[src/ttcw_pkg.sv]
// ----------------------------------------------------------------------------
// ttcw_pkg
// Shared types, constants and helpers of the text terminal cursor writer.
// ----------------------------------------------------------------------------
package ttcw_pkg;

  localparam int ROWS   = 25;
  localparam int COLS   = 80;
  localparam int TOTAL  = ROWS * COLS;
  localparam int ADDR_W = $clog2(TOTAL + 1);
  localparam int RAM_AW = $clog2(TOTAL);
  localparam int CELL_W = 16;

  localparam int ACTION_W = 3;
  localparam int BYTE_W   = 8;
  localparam int POSCOL_W = 7;
  localparam int POSROW_W = 6;
  localparam int CURCOL_W = 7;
  localparam int CURROW_W = 5;

  localparam logic [BYTE_W-1:0] CH_NEWLINE   = 8'd10;
  localparam logic [BYTE_W-1:0] CH_RETURN    = 8'd13;
  localparam logic [BYTE_W-1:0] CH_BACKSPACE = 8'd8;

  typedef enum logic [ACTION_W-1:0] {
    ACT_PUT   = 3'd0,
    ACT_POS   = 3'd1,
    ACT_SETC  = 3'd2,
    ACT_CLEAR = 3'd3,
    ACT_READ  = 3'd4
  } act_t;

  typedef enum logic [3:0] {
    OP_NONE,
    OP_LATCH,
    OP_POS_WRITE,
    OP_SET_CURSOR,
    OP_CLEAR_ALL,
    OP_READ_REQ,
    OP_READ_CAP,
    OP_SCROLL_INIT,
    OP_SCROLL_RD,
    OP_SCROLL_WR,
    OP_BOTTOM_INIT,
    OP_CLEAR_STEP,
    OP_PUT,
    OP_LOAD_OUT
  } op_t;

  typedef struct packed {
    op_t op;
  } cmd_t;

  typedef struct packed {
    act_t                action;
    logic                on_screen;
    logic                scroll_pending;
    logic                sweep_done;
    logic                put_clears;
    logic                out_free;
    logic [CURCOL_W-1:0] cur_col;
    logic [CURROW_W-1:0] cur_row;
  } sts_t;

  // Linear cell index of a row and column.
  function automatic logic [ADDR_W-1:0] cell_addr(input logic [POSROW_W-1:0] row,
                                                  input logic [POSCOL_W-1:0] col);
    return ADDR_W'(row) * ADDR_W'(COLS) + ADDR_W'(col);
  endfunction

endpackage

[src/ttcw_ctrl.sv]
// ----------------------------------------------------------------------------
// ttcw_ctrl
// Controller: sequences the datapath through one action at a time.
// ----------------------------------------------------------------------------
module ttcw_ctrl (
  input  logic           clk,
  input  logic           rst_n,
  input  logic           in_valid,
  output logic           in_ready,
  input  ttcw_pkg::sts_t sts,
  output ttcw_pkg::cmd_t cmd
);

  typedef enum logic [10:0] {
    S_BOOT      = 11'b00000000001,
    S_IDLE      = 11'b00000000010,
    S_DECODE    = 11'b00000000100,
    S_SCROLL_RD = 11'b00000001000,
    S_SCROLL_WR = 11'b00000010000,
    S_CLR_BOT   = 11'b00000100000,
    S_PUT       = 11'b00001000000,
    S_CLR_LINE  = 11'b00010000000,
    S_CLR_ALL   = 11'b00100000000,
    S_READ_WAIT = 11'b01000000000,
    S_DONE      = 11'b10000000000
  } state_t;

  state_t state_r, state_nxt;

  always_comb begin
    state_nxt = state_r;
    cmd.op    = ttcw_pkg::OP_NONE;
    in_ready  = 1'b0;

    unique case (state_r)
      S_BOOT: begin
        cmd.op = ttcw_pkg::OP_CLEAR_STEP;
        if (sts.sweep_done) begin
          state_nxt = S_IDLE;
        end
      end
      S_IDLE: begin
        in_ready = 1'b1;
        if (in_valid) begin
          cmd.op    = ttcw_pkg::OP_LATCH;
          state_nxt = S_DECODE;
        end
      end
      S_DECODE: begin
        unique case (sts.action)
          ttcw_pkg::ACT_PUT: begin
            if (sts.scroll_pending) begin
              cmd.op    = ttcw_pkg::OP_SCROLL_INIT;
              state_nxt = S_SCROLL_RD;
            end else begin
              state_nxt = S_PUT;
            end
          end
          ttcw_pkg::ACT_POS: begin
            cmd.op    = ttcw_pkg::OP_POS_WRITE;
            state_nxt = S_DONE;
          end
          ttcw_pkg::ACT_SETC: begin
            cmd.op    = ttcw_pkg::OP_SET_CURSOR;
            state_nxt = S_DONE;
          end
          ttcw_pkg::ACT_CLEAR: begin
            cmd.op    = ttcw_pkg::OP_CLEAR_ALL;
            state_nxt = S_CLR_ALL;
          end
          ttcw_pkg::ACT_READ: begin
            cmd.op    = ttcw_pkg::OP_READ_REQ;
            state_nxt = sts.on_screen ? S_READ_WAIT : S_DONE;
          end
          default: begin
            state_nxt = S_DONE;
          end
        endcase
      end
      S_SCROLL_RD: begin
        if (sts.sweep_done) begin
          cmd.op    = ttcw_pkg::OP_BOTTOM_INIT;
          state_nxt = S_CLR_BOT;
        end else begin
          cmd.op    = ttcw_pkg::OP_SCROLL_RD;
          state_nxt = S_SCROLL_WR;
        end
      end
      S_SCROLL_WR: begin
        cmd.op    = ttcw_pkg::OP_SCROLL_WR;
        state_nxt = S_SCROLL_RD;
      end
      S_CLR_BOT: begin
        cmd.op = ttcw_pkg::OP_CLEAR_STEP;
        if (sts.sweep_done) begin
          state_nxt = S_PUT;
        end
      end
      S_PUT: begin
        cmd.op    = ttcw_pkg::OP_PUT;
        state_nxt = sts.put_clears ? S_CLR_LINE : S_DONE;
      end
      S_CLR_LINE, S_CLR_ALL: begin
        cmd.op = ttcw_pkg::OP_CLEAR_STEP;
        if (sts.sweep_done) begin
          state_nxt = S_DONE;
        end
      end
      S_READ_WAIT: begin
        cmd.op    = ttcw_pkg::OP_READ_CAP;
        state_nxt = S_DONE;
      end
      S_DONE: begin
        if (sts.out_free) begin
          cmd.op    = ttcw_pkg::OP_LOAD_OUT;
          state_nxt = S_IDLE;
        end
      end
      default: begin
        state_nxt = S_IDLE;
      end
    endcase
  end

  always_ff @(posedge clk) begin
    if (!rst_n) begin
      state_r <= S_BOOT;
    end else begin
      state_r <= state_nxt;
    end
  end

endmodule

[config.mk]
export PLATFORM = sky130hd
export DESIGN_NAME = ttcw_ctrl
export DESIGN_NICKNAME = d
export VERILOG_FILES = /design/src/ttcw_pkg.sv /design/src/ttcw_ctrl.sv
export SDC_FILE = /design/constraint.sdc
export NUM_CORES = 1
export LEC_CHECK = 0
export BUFFER_PORTS_ARGS = -buffer_cell sky130_fd_sc_hd__buf_2
export CELL_PAD_IN_SITES_DETAIL_PLACEMENT = 0
export CELL_PAD_IN_SITES_GLOBAL_PLACEMENT = 1
export CORE_MARGIN = 1
export CORE_UTILIZATION = 39
export CTS_CLUSTER_DIAMETER = 200
export DETAILED_ROUTE_END_ITERATION = 16
export GPL_ROUTABILITY_DRIVEN = 1
export PLACE_DENSITY_LB_ADDON = 0.1
export SETUP_SLACK_MARGIN = 0.3
export SYNTH_ARGS = -nofsm -noshare
export SYNTH_HDL_FRONTEND = slang
export SYNTH_SLANG_ARGS = --single-unit
[constraint.sdc]
create_clock -name clk -period 5.6 [get_ports clk]
set_clock_uncertainty 0.1 [all_clocks]
set_input_delay 0.84 -clock clk [delete_from_list [all_inputs] [get_ports clk]]
set_output_delay 0.84 -clock clk [all_outputs]
set_load 0.005 [all_outputs]
==> insert_results.sql <==
INSERT INTO impl_metrics (metric_group, metric, value, unit) VALUES
('status', 'outcome', 'complete, no violations', ''),
('final_layout', 'synthToLayoutAreaGrowth', '8.17', '%'),
('logic_synthesis', 'synth_top_area_cell', 'sky130_fd_sc_hd__dfxtp_1', ''),
('critical_path', 'r2r_slack', '3350', 'ps'),
('placed_design', 'placed_area', '1050', 'sq um'),
('floorplanning', 'core', '2320', 'sq um'),
('logic_synthesis', 'synth_edf_count', '0', ''),
('placed_design', 'post-place-cells', '159', ''),
('power_and_ir_drop', 'ir_drop', '105', 'uV'),
('critical_path', 'cp_cell_sequence', 'or4_1 -> or3_4 -> o311ai_2 -> nand2b_1 -> buf_2', ''),
('detailed_routing', 'detail_route.drc_violations', '0', ''),
('sta', 'fmax', '299', 'MHz'),
('critical_path', 'end_kind', 'output pin', ''),
('logic_synthesis', 'ys_seq_area_share', '22.1', '%'),
('grt', 'grt_antenna_before_repair', '0', ''),
('critical_path', 'path_max_fanout', '8', ''),
('logic_synthesis', 'ys.flop_type', 'sky130_fd_sc_hd__dfxtp_1', ''),
('floorplanning', 'die_w', '52.5', 'um'),
('sta', 'final.min_clock_period', '3350', 'ps'),
('logic_synthesis', 'mapped_nets', '151', ''),
('final_layout', 'nets', '159', ''),
('critical_path', 'cp.required', '4660', 'ps'),
('placed_design', 'port-buffer-count', '15', ''),
('detailed_routing', 'route.antenna.remaining_nets', '0', ''),
('flow_run', 'max_cap_violations', '0', ''),
('clock_network', 'hold_bufs_at_cts', '0', ''),
('grt', 'grt_pass1_wl', '4290', 'um'),
('final_layout', 'layoutNonFillerInstCount', '163', ''),
('sta', 'post-route-period-util', '59.7', '%'),
('sta', 'final-hold-violation-count', '0', ''),
('final_layout', 'core_utilization_of_the_finished_layout', '46.5', '%'),
('clock_network', 'insertion_delay', '260', 'ps'),
('critical_path', 'r2r_cells', '5', ''),
('clock_network', 'cts_bufs_inserted', '3', ''),
('clock_network', 'ctsRootBufferMaster', 'sky130_fd_sc_hd__clkbuf_4', ''),
('final_layout', 'final.fill_count', '248', ''),
('clock_network', 'clock-sinks', '11', ''),
('clock_network', 'cts.path.max_buffers', '2', ''),
('worst_hold_path', 'holdCritPathClass', 'flip-flop to flip-flop', ''),
('sta', 'max_slew_headroom_at_the_worst_pin', '56.6', '%'),
('critical_path', 'cp_data_arrival_time', '2410', 'ps'),
('final_layout', 'design_area', '1080', 'sq um'),
('clock_network', 'cts_post_setup_buffers_inserted', '0', ''),
('logic_synthesis', 'ys_ff_latch', '11', ''),
('critical_path', 'cpLargestDelayFamily', 'simple AND/OR/NAND/NOR gates', ''),
('logic_synthesis', 'synth_area_per_cell', '7.78', 'sq um'),
('clock_network', 'cts_tree', 'yes', ''),
('clock_network', 'cts_resized', '0', ''),
('critical_path', 'cp_num_buf_inv', '1', ''),
('detailed_routing', 'drt_wl_total', '2640', 'um'),
('critical_path', 'critical_path.endpoint', 'cmd[3]', ''),
('grt', 'grt-ovfl-total', '0', ''),
('critical_path', 'crit_path_start_kind', 'flip-flop', ''),
('clock_network', 'clkSlewWorstSetupHoldPaths', '70', 'ps'),
('final_layout', 'post_route_cells_drive_above_1_share', '21.5', '%'),
('grt', 'track_usage', '21.1', '%'),
('detailed_routing', 'route.vias.total', '1000', ''),
('critical_path', 'worstReg2RegEnd', 'state_r[1]', ''),
('final_layout', 'largest_reg_flops', '11', ''),
('final_layout', 'top_flop_regs', 'state_r (11)', ''),
('logic_synthesis', 'yosysTopAreaCellShare', '22.1', '%'),
('sta', 'grt_setup_unrepaired', 'false', ''),
('logic_synthesis', 'yosys_warnings', '0', ''),
('final_layout', 'layout.area.seq', '220', 'sq um'),
('detailed_routing', 'routed_wire_length_per_instance', '16.2', 'um'),
('sta', 'setup-violations-final', '0', ''),
('floorplanning', 'dieHeight', '52.5', 'um'),
('sta', 'setup-tns-final', '0', 'ps'),
('sta', 'worst-slew-pin-transition', '635', 'ps'),
('detailed_routing', 'detail_route.iter0.violations', '35', ''),
('floorplanning', 'top_level_ports', '28', '');
-- metal layers --
metal  wire length, um  global-route usage (%)  vias to the layer above  share of wire [%]
met4                11                    7.89                        0               0.42
met3               130                    1.74                        2                4.9
met2              1250                    33.1                       29                 47
met5                 0                       0                        -                  0
li1                  -                       -                      498                  -
met1              1250                    29.6                      471                 47
-- logic make-up (layout without fill, tap and decap cells) --
family                 after synthesis  after routing  share of synthesized area, %
buffers and inverters               16             23                          7.03
XOR/XNOR                             5              5                          4.40
AND/OR/NAND/NOR                     68             68                          42.6
flip-flops                          11             11                          22.1
AO/OA/AOI/OAI                       27             27                          22.9
multiplexers                         1              1                          1.01
-- per-stage QoR --
step	setup slack, ps	hold WS [ps]
after CTS	2240	479
after global routing	2150	537
after floorplan	2880	403
final	2250	473
after global placement	2540	444
after detailed placement	2540	448
-- report_power, final --
part / total, W / switching, W / internal, W
Combinational: 0.0000542 / 0.0000307 / 0.0000235
Sequential: 0.0000854 / 0.00000468 / 0.0000807
Clock: 0.0000528 / 0.0000253 / 0.0000275
Total: 0.000192 / 0.0000607 / 0.000132
-- synthesized netlist by cell type (all sizes together) (4+ instances only) --
master,n
nor3,11
dfxtp,11
buf,8
nand3,7
and3,4
clkbuf,4
nor4,6
nor2,11
nor4b,5
o21ai,8
inv,4
nand2,6
-- worst register-to-register path: stages (launching register included) --
cell and delay [ps]:
sky130_fd_sc_hd__dfxtp_1 410, sky130_fd_sc_hd__or4_1 750, sky130_fd_sc_hd__nor4_1 510, sky130_fd_sc_hd__a311oi_1 110, sky130_fd_sc_hd__o21ai_2 130, sky130_fd_sc_hd__o41ai_1 130
-- placed cells by master, fill, tap and decap left out, types with 2 or more instances in the layout --
master / n
sky130_fd_sc_hd__nand4_1: 3
sky130_fd_sc_hd__nand2_1: 6
sky130_fd_sc_hd__o41ai_1: 2
sky130_fd_sc_hd__nor4b_1: 3
sky130_fd_sc_hd__xnor2_1: 3
sky130_fd_sc_hd__and3_1: 4
sky130_fd_sc_hd__nor4_1: 5
sky130_fd_sc_hd__inv_1: 4
sky130_fd_sc_hd__clkbuf_4: 3
sky130_fd_sc_hd__a211o_1: 2
sky130_fd_sc_hd__o21ai_0: 4
sky130_fd_sc_hd__xor2_1: 2
sky130_fd_sc_hd__or3_1: 2
sky130_fd_sc_hd__dfxtp_1: 11
sky130_fd_sc_hd__a32oi_1: 3
sky130_fd_sc_hd__nor2_1: 11
sky130_fd_sc_hd__nand3_1: 7
sky130_fd_sc_hd__or4_1: 2
sky130_fd_sc_hd__o21ai_1: 3
sky130_fd_sc_hd__buf_2: 15
sky130_fd_sc_hd__nand2b_1: 3
sky130_fd_sc_hd__nor3_1: 11
sky130_fd_sc_hd__a21boi_1: 3
sky130_fd_sc_hd__nor2b_1: 3
-- cell type report --
cell class | instances | share of cell area, %
clock buffers | 4 | 2.44
flip-flops and latches | 11 | 20.4
multi-input cells | 101 | 65.5
repair buffers | 15 | 6.97
inverters | 4 | 1.39
well taps | 28 | 3.25
-- how the worst min path moves through the flow --
| stage | to | cells past startpoint | start | slack (ps) |
|---|---|---|---|---|
| finish | state_r[0] | 2 | state_r[0] | 470 |
| CTS | state_r[0] | 2 | state_r[0] | 480 |
| floorplan | state_r[0] | 2 | state_r[0] | 400 |
| global route | state_r[0] | 2 | state_r[0] | 540 |
| global placement | state_r[0] | 2 | state_r[0] | 440 |
| detailed placement | state_r[0] | 2 | state_r[0] | 450 |
No activity file was read; power rests on OpenSTA's default activity.
